$ cat src/design/mrd_pkg.sv
`timescale 1ns / 1ps

package mrd_pkg;

  localparam logic [15:0] CRC_INIT        = 16'hFFFF;
  localparam logic [15:0] CRC_POLY        = 16'hA001;
  localparam logic [7:0]  WRITE_ECHO_LEFT = 8'd3;
  localparam int          EXC_BIT         = 7;

  // Reset values of the configuration registers.
  localparam logic [7:0] DEVICE_ADDRESS_RST = 8'd1;
  localparam logic [3:0] READ_CODE_RST      = 4'd3;
  localparam logic [3:0] WRITE_CODE_RST     = 4'd6;

  typedef enum logic [1:0] {
    CFG_DEVICE_ADDRESS = 2'd0,
    CFG_READ_CODE      = 2'd1,
    CFG_WRITE_CODE     = 2'd2
  } cfg_index_t;

  // Numeric frame state codes as reported on the result channel.
  localparam logic [3:0] FS_WAIT         = 4'd0;
  localparam logic [3:0] FS_ADDR         = 4'd1;
  localparam logic [3:0] FS_EXC_FUNC     = 4'd2;
  localparam logic [3:0] FS_EXC_CODE     = 4'd3;
  localparam logic [3:0] FS_READ_FUNC    = 4'd4;
  localparam logic [3:0] FS_WRITE_FUNC   = 4'd5;
  localparam logic [3:0] FS_PAYLOAD      = 4'd6;
  localparam logic [3:0] FS_LAST_PAYLOAD = 4'd7;
  localparam logic [3:0] FS_CRC_LOW      = 4'd8;
  localparam logic [3:0] FS_COMPLETE     = 4'd9;

  typedef enum logic [9:0] {
    ST_WAIT         = 10'b00_0000_0001,
    ST_ADDR         = 10'b00_0000_0010,
    ST_EXC_FUNC     = 10'b00_0000_0100,
    ST_EXC_CODE     = 10'b00_0000_1000,
    ST_READ_FUNC    = 10'b00_0001_0000,
    ST_WRITE_FUNC   = 10'b00_0010_0000,
    ST_PAYLOAD      = 10'b00_0100_0000,
    ST_LAST_PAYLOAD = 10'b00_1000_0000,
    ST_CRC_LOW      = 10'b01_0000_0000,
    ST_COMPLETE     = 10'b10_0000_0000
  } parse_state_t;

  typedef struct packed {
    logic [7:0] device_address;
    logic [3:0] read_code;
    logic [3:0] write_code;
  } cfg_t;

  typedef struct packed {
    parse_state_t parse_state;
    logic [7:0]   bytes_left;
    logic [15:0]  running_crc;
    logic [7:0]   crc_low_held;
    logic [8:0]   position_count;
    logic         exception_flag;
  } ctx_t;

  typedef struct packed {
    logic [3:0] frame_state;
    logic [7:0] echo_byte;
    logic [8:0] byte_position;
    logic       is_exception;
    logic       frame_good;
    logic       crc_error;
  } result_t;

  // One byte of CRC-16/MODBUS, reflected, least significant bit first.
  function automatic logic [15:0] crc_update(input logic [15:0] crc_in,
                                             input logic [7:0]  data);
    logic [15:0] crc;
    crc = crc_in ^ {8'h00, data};
    for (int k = 0; k < 8; k++) begin
      if (crc[0]) begin
        crc = (crc >> 1) ^ CRC_POLY;
      end else begin
        crc = crc >> 1;
      end
    end
    return crc;
  endfunction

  function automatic logic [3:0] state_code(input parse_state_t st);
    logic [3:0] code;
    case (st)
      ST_ADDR:         code = FS_ADDR;
      ST_EXC_FUNC:     code = FS_EXC_FUNC;
      ST_EXC_CODE:     code = FS_EXC_CODE;
      ST_READ_FUNC:    code = FS_READ_FUNC;
      ST_WRITE_FUNC:   code = FS_WRITE_FUNC;
      ST_PAYLOAD:      code = FS_PAYLOAD;
      ST_LAST_PAYLOAD: code = FS_LAST_PAYLOAD;
      ST_CRC_LOW:      code = FS_CRC_LOW;
      ST_COMPLETE:     code = FS_COMPLETE;
      default:         code = FS_WAIT;
    endcase
    return code;
  endfunction

endpackage

$ cat src/design/mrd_in_if.sv
`timescale 1ns / 1ps

interface mrd_in_if;
  logic       valid;
  logic       ready;
  logic [7:0] rx_byte;

  modport source (output valid, output rx_byte, input ready);
  modport sink   (input valid, input rx_byte, output ready);
endinterface

$ cat src/design/mrd_out_if.sv
`timescale 1ns / 1ps

interface mrd_out_if;
  logic       valid;
  logic       ready;
  logic [3:0] frame_state;
  logic [7:0] echo_byte;
  logic [8:0] byte_position;
  logic       is_exception;
  logic       frame_good;
  logic       crc_error;

  modport source (output valid, output frame_state, output echo_byte,
                  output byte_position, output is_exception, output frame_good,
                  output crc_error, input ready);
  modport sink   (input valid, input frame_state, input echo_byte,
                  input byte_position, input is_exception, input frame_good,
                  input crc_error, output ready);
endinterface

$ cat src/design/mrd_core.sv
`timescale 1ns / 1ps

module mrd_core import mrd_pkg::*; (
  input  ctx_t       ctx,
  input  cfg_t       cfg,
  input  logic [7:0] rx_byte,
  output ctx_t       ctx_nxt,
  output result_t    res
);

  ctx_t mid;
  logic good;
  logic err;
  logic in_frame;

  always_comb begin
    mid      = ctx;
    good     = 1'b0;
    err      = 1'b0;
    in_frame = 1'b1;
    case (ctx.parse_state)
      ST_ADDR: begin
        mid.running_crc = crc_update(ctx.running_crc, rx_byte);
        if (rx_byte[EXC_BIT]) begin
          mid.parse_state    = ST_EXC_FUNC;
          mid.exception_flag = 1'b1;
        end else if (rx_byte[3:0] == cfg.read_code) begin
          mid.parse_state    = ST_READ_FUNC;
          mid.exception_flag = 1'b0;
        end else if (rx_byte[3:0] == cfg.write_code) begin
          mid.parse_state    = ST_WRITE_FUNC;
          mid.exception_flag = 1'b0;
        end else begin
          mid.parse_state    = ST_WAIT;
          mid.exception_flag = 1'b0;
        end
      end
      ST_EXC_FUNC: begin
        mid.running_crc = crc_update(ctx.running_crc, rx_byte);
        mid.parse_state = ST_EXC_CODE;
      end
      ST_EXC_CODE, ST_LAST_PAYLOAD: begin
        mid.crc_low_held = rx_byte;
        mid.parse_state  = ST_CRC_LOW;
      end
      ST_READ_FUNC: begin
        mid.running_crc = crc_update(ctx.running_crc, rx_byte);
        mid.bytes_left  = rx_byte;
        mid.parse_state = ST_PAYLOAD;
      end
      ST_WRITE_FUNC: begin
        mid.running_crc = crc_update(ctx.running_crc, rx_byte);
        mid.bytes_left  = WRITE_ECHO_LEFT;
        mid.parse_state = ST_PAYLOAD;
      end
      ST_PAYLOAD: begin
        mid.running_crc = crc_update(ctx.running_crc, rx_byte);
        // A count of zero ends the payload just as a count of one does.
        if (ctx.bytes_left <= 8'd1) begin
          mid.bytes_left  = 8'd0;
          mid.parse_state = ST_LAST_PAYLOAD;
        end else begin
          mid.bytes_left = ctx.bytes_left - 8'd1;
        end
      end
      ST_CRC_LOW: begin
        if (ctx.crc_low_held == ctx.running_crc[7:0] &&
            rx_byte == ctx.running_crc[15:8]) begin
          mid.parse_state = ST_COMPLETE;
          good            = 1'b1;
        end else begin
          mid.parse_state = ST_WAIT;
          err             = 1'b1;
        end
      end
      default: begin
        // Waiting or complete: only the address byte opens a frame.
        if (rx_byte == cfg.device_address) begin
          mid.parse_state    = ST_ADDR;
          mid.running_crc    = crc_update(CRC_INIT, rx_byte);
          mid.position_count = 9'd0;
          mid.bytes_left     = 8'd0;
          mid.crc_low_held   = 8'd0;
          mid.exception_flag = 1'b0;
        end else begin
          if (ctx.parse_state != ST_COMPLETE) begin
            mid.parse_state = ST_WAIT;
          end
          in_frame = 1'b0;
        end
      end
    endcase
  end

  always_comb begin
    ctx_nxt = mid;
    if (in_frame) begin
      ctx_nxt.position_count = mid.position_count + 9'd1;
    end
    res.frame_state   = state_code(mid.parse_state);
    res.echo_byte     = rx_byte;
    res.byte_position = in_frame ? mid.position_count : 9'd0;
    res.is_exception  = in_frame & mid.exception_flag;
    res.frame_good    = good;
    res.crc_error     = err;
  end

endmodule

$ cat src/design/modbus_response_deframer.sv
`timescale 1ns / 1ps

// Modbus RTU response deframer. Each request on in_ch carries one received
// byte and produces exactly one result on out_ch giving the frame state after
// that byte, the byte itself, its position in the frame, and the exception,
// good-frame and CRC-error flags. The CRC-16/MODBUS check is updated one byte
// per request, so a byte is taken every clock cycle while out_ch keeps up;
// the result is registered and appears in the cycle after its byte, and the
// single output register lets the next byte in while the previous result is
// being taken. The address, read code and write code registers are written
// through cfg_* and should only be changed while no result is outstanding.
module modbus_response_deframer import mrd_pkg::*; (
  input  logic       clk,
  input  logic       rst_n,
  input  logic       cfg_we,
  input  logic [1:0] cfg_index,
  input  logic [7:0] cfg_wdata,
  mrd_in_if.sink     in_ch,
  mrd_out_if.source  out_ch
);

  cfg_t    cfg_r;
  ctx_t    ctx_r;
  ctx_t    ctx_nxt;
  result_t res_nxt;
  result_t res_r;
  logic    out_valid_r;
  logic    accept;

  assign in_ch.ready = ~out_valid_r | out_ch.ready;
  assign accept      = in_ch.valid & in_ch.ready;

  mrd_core u_core (
    .ctx     (ctx_r),
    .cfg     (cfg_r),
    .rx_byte (in_ch.rx_byte),
    .ctx_nxt (ctx_nxt),
    .res     (res_nxt)
  );

  always_ff @(posedge clk) begin
    if (!rst_n) begin
      cfg_r.device_address <= DEVICE_ADDRESS_RST;
      cfg_r.read_code      <= READ_CODE_RST;
      cfg_r.write_code     <= WRITE_CODE_RST;
    end else if (cfg_we) begin
      case (cfg_index)
        CFG_DEVICE_ADDRESS: cfg_r.device_address <= cfg_wdata;
        CFG_READ_CODE:      cfg_r.read_code      <= cfg_wdata[3:0];
        CFG_WRITE_CODE:     cfg_r.write_code     <= cfg_wdata[3:0];
        default: ;
      endcase
    end
  end

  always_ff @(posedge clk) begin
    if (!rst_n) begin
      ctx_r.parse_state    <= ST_WAIT;
      ctx_r.bytes_left     <= 8'd0;
      ctx_r.running_crc    <= CRC_INIT;
      ctx_r.crc_low_held   <= 8'd0;
      ctx_r.position_count <= 9'd0;
      ctx_r.exception_flag <= 1'b0;
      out_valid_r          <= 1'b0;
    end else begin
      if (accept) begin
        ctx_r <= ctx_nxt;
      end
      if (accept) begin
        out_valid_r <= 1'b1;
      end else if (out_ch.ready) begin
        out_valid_r <= 1'b0;
      end
    end
  end

  always_ff @(posedge clk) begin
    if (accept) begin
      res_r <= res_nxt;
    end
  end

  assign out_ch.valid         = out_valid_r;
  assign out_ch.frame_state   = res_r.frame_state;
  assign out_ch.echo_byte     = res_r.echo_byte;
  assign out_ch.byte_position = res_r.byte_position;
  assign out_ch.is_exception  = res_r.is_exception;
  assign out_ch.frame_good    = res_r.frame_good;
  assign out_ch.crc_error     = res_r.crc_error;

endmodule
$ cat src/flat_wrapper.sv
// flat-port wrapper written by rule: the top's interface ports become plain ports
module modbus_response_deframer_flat import mrd_pkg::*;
  (clk, rst_n, cfg_we, cfg_index, cfg_wdata, in_ch_valid, in_ch_rx_byte, in_ch_ready, out_ch_valid, out_ch_frame_state, out_ch_echo_byte, out_ch_byte_position, out_ch_is_exception, out_ch_frame_good, out_ch_crc_error, out_ch_ready);
  mrd_in_if in_ch_i ();
  mrd_out_if out_ch_i ();
  input  logic clk;
  input  logic rst_n;
  input  logic cfg_we;
  input  logic [1:0] cfg_index;
  input  logic [7:0] cfg_wdata;
  input wire logic [$bits(in_ch_i.valid)-1:0] in_ch_valid;
  input wire logic [$bits(in_ch_i.rx_byte)-1:0] in_ch_rx_byte;
  output wire logic [$bits(in_ch_i.ready)-1:0] in_ch_ready;
  output wire logic [$bits(out_ch_i.valid)-1:0] out_ch_valid;
  output wire logic [$bits(out_ch_i.frame_state)-1:0] out_ch_frame_state;
  output wire logic [$bits(out_ch_i.echo_byte)-1:0] out_ch_echo_byte;
  output wire logic [$bits(out_ch_i.byte_position)-1:0] out_ch_byte_position;
  output wire logic [$bits(out_ch_i.is_exception)-1:0] out_ch_is_exception;
  output wire logic [$bits(out_ch_i.frame_good)-1:0] out_ch_frame_good;
  output wire logic [$bits(out_ch_i.crc_error)-1:0] out_ch_crc_error;
  input wire logic [$bits(out_ch_i.ready)-1:0] out_ch_ready;
  assign in_ch_i.valid = in_ch_valid;
  assign in_ch_i.rx_byte = in_ch_rx_byte;
  assign in_ch_ready = in_ch_i.ready;
  assign out_ch_valid = out_ch_i.valid;
  assign out_ch_frame_state = out_ch_i.frame_state;
  assign out_ch_echo_byte = out_ch_i.echo_byte;
  assign out_ch_byte_position = out_ch_i.byte_position;
  assign out_ch_is_exception = out_ch_i.is_exception;
  assign out_ch_frame_good = out_ch_i.frame_good;
  assign out_ch_crc_error = out_ch_i.crc_error;
  assign out_ch_i.ready = out_ch_ready;
  modbus_response_deframer u_core (.clk(clk), .rst_n(rst_n), .cfg_we(cfg_we), .cfg_index(cfg_index), .cfg_wdata(cfg_wdata), .in_ch(in_ch_i), .out_ch(out_ch_i));
endmodule
$ cat config.mk
export PLATFORM = sky130hd
export DESIGN_NAME = modbus_response_deframer_flat
export DESIGN_NICKNAME = d
export VERILOG_FILES = /design/src/design/mrd_pkg.sv /design/src/design/mrd_in_if.sv /design/src/design/mrd_out_if.sv /design/src/design/mrd_core.sv /design/src/design/modbus_response_deframer.sv /design/src/flat_wrapper.sv
export SDC_FILE = /design/constraint.sdc
export NUM_CORES = 1
export LEC_CHECK = 0
export ABC_CLOCK_PERIOD_IN_PS = 3700
export BUFFER_PORTS_ARGS = -buffer_cell sky130_fd_sc_hd__buf_2
export CORE_MARGIN = 4
export CORE_UTILIZATION = 56
export CTS_BUF_LIST = sky130_fd_sc_hd__clkbuf_4
export CTS_CLUSTER_SIZE = 20
export DETAILED_ROUTE_END_ITERATION = 10
export GPL_TIMING_DRIVEN = 0
export PLACE_DENSITY = 0.8
export SYNTH_ARGS = -nofsm -noshare
export SYNTH_HDL_FRONTEND = slang
export SYNTH_SLANG_ARGS = --single-unit
$ cat constraint.sdc
create_clock -name clk -period 3.7 [get_ports clk]
set_clock_uncertainty 0.2 [all_clocks]
set_input_delay 0.925 -clock clk [delete_from_list [all_inputs] [get_ports clk]]
set_output_delay 0.925 -clock clk [all_outputs]
set_load 0.1 [all_outputs]
==> results of run 1 <==
[registers in the layout, indices dropped and copies added, names as in the netlist]
name / flops
u_core.out_ch.is_exception: 1
u_core.out_ch.crc_error: 1
u_core.out_ch.valid: 1
u_core.out_ch.echo_byte: 8
u_core.ctx_r: 52
u_core.out_ch.byte_position: 9
u_core.out_ch.frame_good: 1
u_core.cfg_r: 16
u_core.out_ch.frame_state: 4
[metrics by stage]
stage	setup TNS, ns	hold slack [ns]	std cells	utilization [%]
2_1_floorplan	0	0.240	526	-
3_3_place_gp	-0.504	0.256	678	63.2
3_5_place_dp	-0.659	0.270	678	63.3
4_1_cts	0	0.291	694	64.8
5_1_grt	0	0.300	694	64.9
6_report	0	0.293	694	64.9
[report_power, final]
| part | switching, mW | leakage [nW] | internal [mW] |
|---|---|---|---|
| Clock | 0.395 | 0.0751 | 0.155 |
| Combinational | 0.220 | 1.16 | 0.0813 |
| Sequential | 0.00941 | 0.797 | 1.06 |
[synth_stat cells (all sizes together), types with 5 or more instances]
master	number	share of area, %
nor3	12	1.4
xor2	37	6.9
o21ai	16	1.6
a211oi	7	1.1
nand2b	5	0.63
a21oi	23	2.5
nor4	14	2.4
inv	12	0.91
mux2i	17	3.4
o22ai	6	0.76
buf	15	1.8
dfxtp	69	28
edfxtp	24	15
o22a	5	0.89
nor2	61	4.7
xnor2	28	5.1
a211o	5	0.89
a22oi	14	2.1
nand3	7	0.71
nand2	51	3.9
nor2b	8	1.0
a31oi	5	0.76
or2	5	0.63
and2	7	0.89
clkbuf	14	1.1
[per-layer routing]
layer | track usage [%] | vias up | share of wire, %
li1 | - | 1989 | -
met1 | 31.7 | 2097 | 42
met2 | 43.1 | 162 | 49
met3 | 3.89 | 32 | 6.4
met4 | 10.3 | 0 | 3.1
met5 | 0 | - | 0
[cells by family after synthesis]
logic type / Yosys count
multiplexers: 17
AND/OR/NAND/NOR: 192
XOR/XNOR: 69
adder cells (fa/ha/maj): 3
buffers and inverters: 41
flip-flops: 93
AO/OA/AOI/OAI: 111
[worst max-delay path, delay by kind of cell]
kind	cells	cell delay (ns)
AOI/OAI and AO/OA	2	0.44
and+or+nand+nor	6	1.18
xor gates and xnor gates	1	0.16
adders and majority gates	1	0.26
buffers and inverters	3	0.57
[how the worst max path moves through the flow]
stage / cells after the start / slack, ns / endpoint
finish: 13 / 0.34 / u_core.ctx_r[9]
global route: 10 / 0.04 / u_core.ctx_r[9]
CTS: 13 / 0.18 / u_core.ctx_r[9]
detailed placement: 13 / -0.29 / u_core.ctx_r[9]
global placement: 13 / -0.22 / u_core.ctx_r[9]
floorplan: 4 / 0.06 / u_core.out_ch.byte_position[0]
[layout make-up]
cell class	count	area share [%]
Clock buffer	9	1.24
Sequential cell	93	38.6
Timing Repair Buffer	47	4.32
Buffer	29	2.62
Inverter	12	0.828
Clock inverter	7	1.15
Multi-Input combinational cell	392	48.8
Tap cell	105	2.42
==> flow_summary.toml, run 1 <==
[outcome]
status = "finished clean"

[cts]
cts_tree = "built"
cts_setup_buffers = 0
cts_resized = 0
cts_buffer_depth = 2
numCtsBuffers = 9
cts_max_level = 3
holdBufCountCts = 0
insertion_delay_ns = 0.47
cts_sinks = 93
path_clk_slew_ns = 0.16
cts_root_buf = "clkbuf_4"

[logic_synthesis]
syn-num-nets = 552
syn_area_per_cell_um2 = 9.38
synth-main-ff-cell = "dfxtp_1"
synthXorXnorAreaFrac_pct = 13.8
synth-compound-area-share_pct = 15.9
synth_top_family_by_area = "simple AND/OR/NAND/NOR gates"
synth_adder_area_share_pct = 0.761
ys_seq_elements = 93
async_reset_ff_share_pct = 0
synth_edf_count = 24
syn_area_mm2 = 0.00493
synth.area.mux_share_pct = 3.45
synth_warnings = 0
synthSimpleGateAreaFrac_pct = 19.7
syn_inst = 526
yosysSeqAreaShare_pct = 42.6
synth.distinct_cells = 68

[critical_path]
crit_path_top_delay_cell = "nor3_4"
critical_path.max_stage_delay_ns = 0.45
r2r_start = "u_core.ctx_r[43]"
rr_worst_depth = 10
cp-start-kind = "input pin"
arrival_ns = 3.54
r2r-end = "u_core.ctx_r[9]"
crit_chain = "buf_2 -> buf_2 -> xnor2_1 -> nand4_1 -> or2_2 -> clkbuf_1 -> nor3_4 -> nor2b_1 -> ha_1 -> nand2_1 -> nor3_1 -> a21o_1 -> a311oi_1"
crit_required_ns = 3.89
cp_max_fo = 10
cp_common_cell = "buf_2"
path_class = "input pin to flip-flop"
crit_start = "in_ch_rx_byte[0]"
regToRegSetupSlack_ns = 0.36
endpoint_kind = "flip-flop"

[cells_and_area]
multi_input_area_mm2 = 0.00265
final_common_cell = "dfxtp_1"
seq_area_mm2 = 0.00210
num_antenna_cells = 0
stdcell_area_mm2 = 0.00544
final_cell_mix = "69 x dfxtp_1, 60 x nor2_1, 55 x buf_2"
layout.nets = 610
drive_gt1_share_pct = 17.7
n_fill_cell = 717
area_growth_pct = 10.2

[sta]
fin_crit_sh_pct = 90.7
tightest_slew_ns = 1.13
setup_viol = 0
max-slew-margin-rel_pct = 24.1
fin_crit_ns = 3.36
fmax_mhz = 298
slew_viol_final = 0
setup_ws_ns = 0.344
finalHoldViolations = 0
rsz0062_at_grt = "false"

[floorplan]
die_h_um = 102
die-width_um = 102
io_pins = 49
core-area_mm2 = 0.00838
initial_utilization_pct = 58.9
die-area_mm2 = 0.0104
row_count = 33

[route]
routed_via_density = 6.17
via_count = 4280
ant_nets = 0
drc = 0
dr.pass1.iters = 5
finalWirelength_um = 12500
wl_per_cell_um = 18.1
drt-initial-drc-count = 315

[global_route]
grt-ovfl-total = 0
grt_use_total_pct = 25.1
first_global_vias = 4089
grt_pass1_wl_um = 20300
grt_start_max_net_pins = 34
antenna_found_initial = 0

[power]
ir_drop_mv = 0.240
power_mw = 1.93
power_density_mw_per_mm2 = 354
leakage_nw = 2.03

[placement]
pre_cts_ws_ns = -0.288
placed_area_mm2 = 0.00530
routabilityCongestion = 0.940
hpwlAfterDp_um = 9100
io_buffers = 47

[run]
maxCapViolations = 0

[min_path]
min_path_cells = 2
hold_end = "u_core.ctx_r[0]"
worstHoldStart = "u_core.ctx_r[0]"
hp-class = "flip-flop to flip-flop"
No activity file was read; power rests on OpenSTA's default activity.
==> run 2, diff against run 1 <==
--- a/config.mk
+++ b/config.mk
@@ -13,7 +13,7 @@
 export CTS_CLUSTER_SIZE = 20
 export DETAILED_ROUTE_END_ITERATION = 10
 export GPL_TIMING_DRIVEN = 0
-export PLACE_DENSITY = 0.8
+export PLACE_DENSITY = 0.76
 export SYNTH_ARGS = -nofsm -noshare
 export SYNTH_HDL_FRONTEND = slang
 export SYNTH_SLANG_ARGS = --single-unit
==> flow_summary.toml, run 2 (same netlist as run 1, synthesis figures left out) <==
[route]
via_count = 4141
drc = 0
dr.pass1.iters = 7
wl_per_cell_um = 17.6
finalWirelength_um = 12200
routed_via_density = 5.97
drt-initial-drc-count = 296
ant_nets = 0

[sta]
setup_viol = 0
fmax_mhz = 289
max-slew-margin-rel_pct = 31.3
slew_viol_final = 0
tightest_slew_ns = 1.02
finalHoldViolations = 0
rsz0062_at_grt = "false"
finalSetupTns_ns = 0
fin_crit_sh_pct = 93.5
setup_ws_ns = 0.241
fin_crit_ns = 3.46

[floorplan]
die_h_um = 102
io_pins = 49
initial_utilization_pct = 58.9
die-area_mm2 = 0.0104
row_count = 33
core-area_mm2 = 0.00838
die-width_um = 102

[global_route]
first_global_vias = 4019
grt_start_max_net_pins = 34
grt-ovfl-total = 0
grt_pass1_wl_um = 19800
antenna_found_initial = 0
grt_use_total_pct = 25.0

[cts]
insertion_delay_ns = 0.46
numCtsBuffers = 9
cts_buffer_depth = 2
cts_sinks = 93
cts_tree = "built"
cts_root_buf = "clkbuf_4"
path_clk_slew_ns = 0.14
cts_setup_buffers = 0
cts_max_level = 3

[power]
leakage_nw = 2.02
power_density_mw_per_mm2 = 344
ir_drop_mv = 0.226

[outcome]
status = "finished clean"

[critical_path]
cp_max_fo = 10
cp_top_family = "simple AND/OR/NAND/NOR gates"
cp-start-kind = "input pin"
cp_common_cell = "buf_2"
arrival_ns = 3.63
crit_path_top_delay_cell = "nor3_4"
crit_chain = "buf_2 -> buf_2 -> xnor2_1 -> nand4_1 -> or2_2 -> clkbuf_1 -> nor3_4 -> nor2b_1 -> ha_1 -> nand2_1 -> nor3_1 -> a21o_1 -> a311oi_1"
cp_num_buf_inv = 3
r2r_start = "u_core.ctx_r[46]"
worstSetupPathDepth = 13
rr_worst_depth = 11
crit_start = "in_ch_rx_byte[1]"
critical_path.max_stage_delay_ns = 0.46
path_class = "input pin to flip-flop"
regToRegSetupSlack_ns = 0.49
crit_required_ns = 3.87
endpoint_kind = "flip-flop"
endpoint = "u_core.ctx_r[9]"
r2r-end = "u_core.ctx_r[9]"

[placement]
hpwlAfterDp_um = 8820
pre_cts_ws_ns = -0.445
routabilityCongestion = 0.964
io_buffers = 47
dp_cells = 678

[cells_and_area]
seq_area_mm2 = 0.00210
post-route-util_pct = 64.7
n_fill_cell = 701
final_cell_mix = "69 x dfxtp_1, 60 x nor2_1, 55 x buf_2"
num_antenna_cells = 0
largest_register_ffs = 52
final_common_cell = "dfxtp_1"
top_register = "u_core.ctx_r"
layout.nets = 610
drive_gt1_share_pct = 17.8
fin_cells = 694
area_growth_pct = 9.96
multi_input_area_mm2 = 0.00266

[min_path]
worstHoldStart = "u_core.ctx_r[0]"
hp-class = "flip-flop to flip-flop"

[run]
maxCapViolations = 0
## run 2: cell count changes in the layout (fill, tap and decap cells not counted), sizes merged
cell    delta
clkbuf     +1
clkinv     +3
inv        -4
## run 2: timing repair
item	CTS	global route
endpoints found under the setup margin	0	2
gates resized for setup	0	2
hold endpoints to repair	0	0
hold buffers	0	0
## run 2: per-stage QoR
stage / power [mW] / hold slack (ns) / cell area [µm²]
floorplan: 1.33 / 0.240 / 4930
global placement: 1.39 / 0.257 / 5300
detailed placement: 1.39 / 0.267 / 5300
CTS: 1.88 / 0.287 / 5420
global route: 1.94 / 0.346 / 5430
finish: 1.86 / 0.282 / 5430
## run 2: area by class of cell
class / instances / share of cell area (%)
multi-input combinational: 392 / 49.0
sequential: 93 / 38.7
timing repair buffer: 47 / 4.33
buffer: 29 / 2.63
tap: 105 / 2.42
clock buffer: 10 / 1.38
inverter: 12 / 0.830
clock inverter: 6 / 0.715
## run 2: worst min path at each step
stage,end,cells past startpoint
final,u_core.ctx_r[0],2
after global routing,u_core.ctx_r[43],2
after CTS,u_core.ctx_r[0],2
after detailed placement,u_core.ctx_r[0],2
after global placement,u_core.ctx_r[9],1
after floorplan,u_core.ctx_r[9],1
## run 2: report_power, final
part	switching [mW]	internal, mW
Clock	0.347	0.145
Sequential	0.00930	1.06
Combinational	0.218	0.0812
## run 2: tightest hold or removal path, cell delays in order, from the launching register on
cell and delay, ns:
dfxtp_1 0.34, o31ai_1 0.06, a21oi_1 0.06
## run 2: routing by layer
| layer | up-vias | share of wire [%] | global-route usage [%] | routed length [µm] |
|---|---|---|---|---|
| li1 | 1990 | - | - | - |
| met1 | 1990 | 43 | 31.0 | 5250 |
| met2 | 135 | 48 | 42.6 | 5920 |
| met3 | 26 | 6.5 | 5.53 | 794 |
| met4 | 0 | 2.1 | 9.69 | 256 |
| met5 | - | 0 | 0 | 0 |
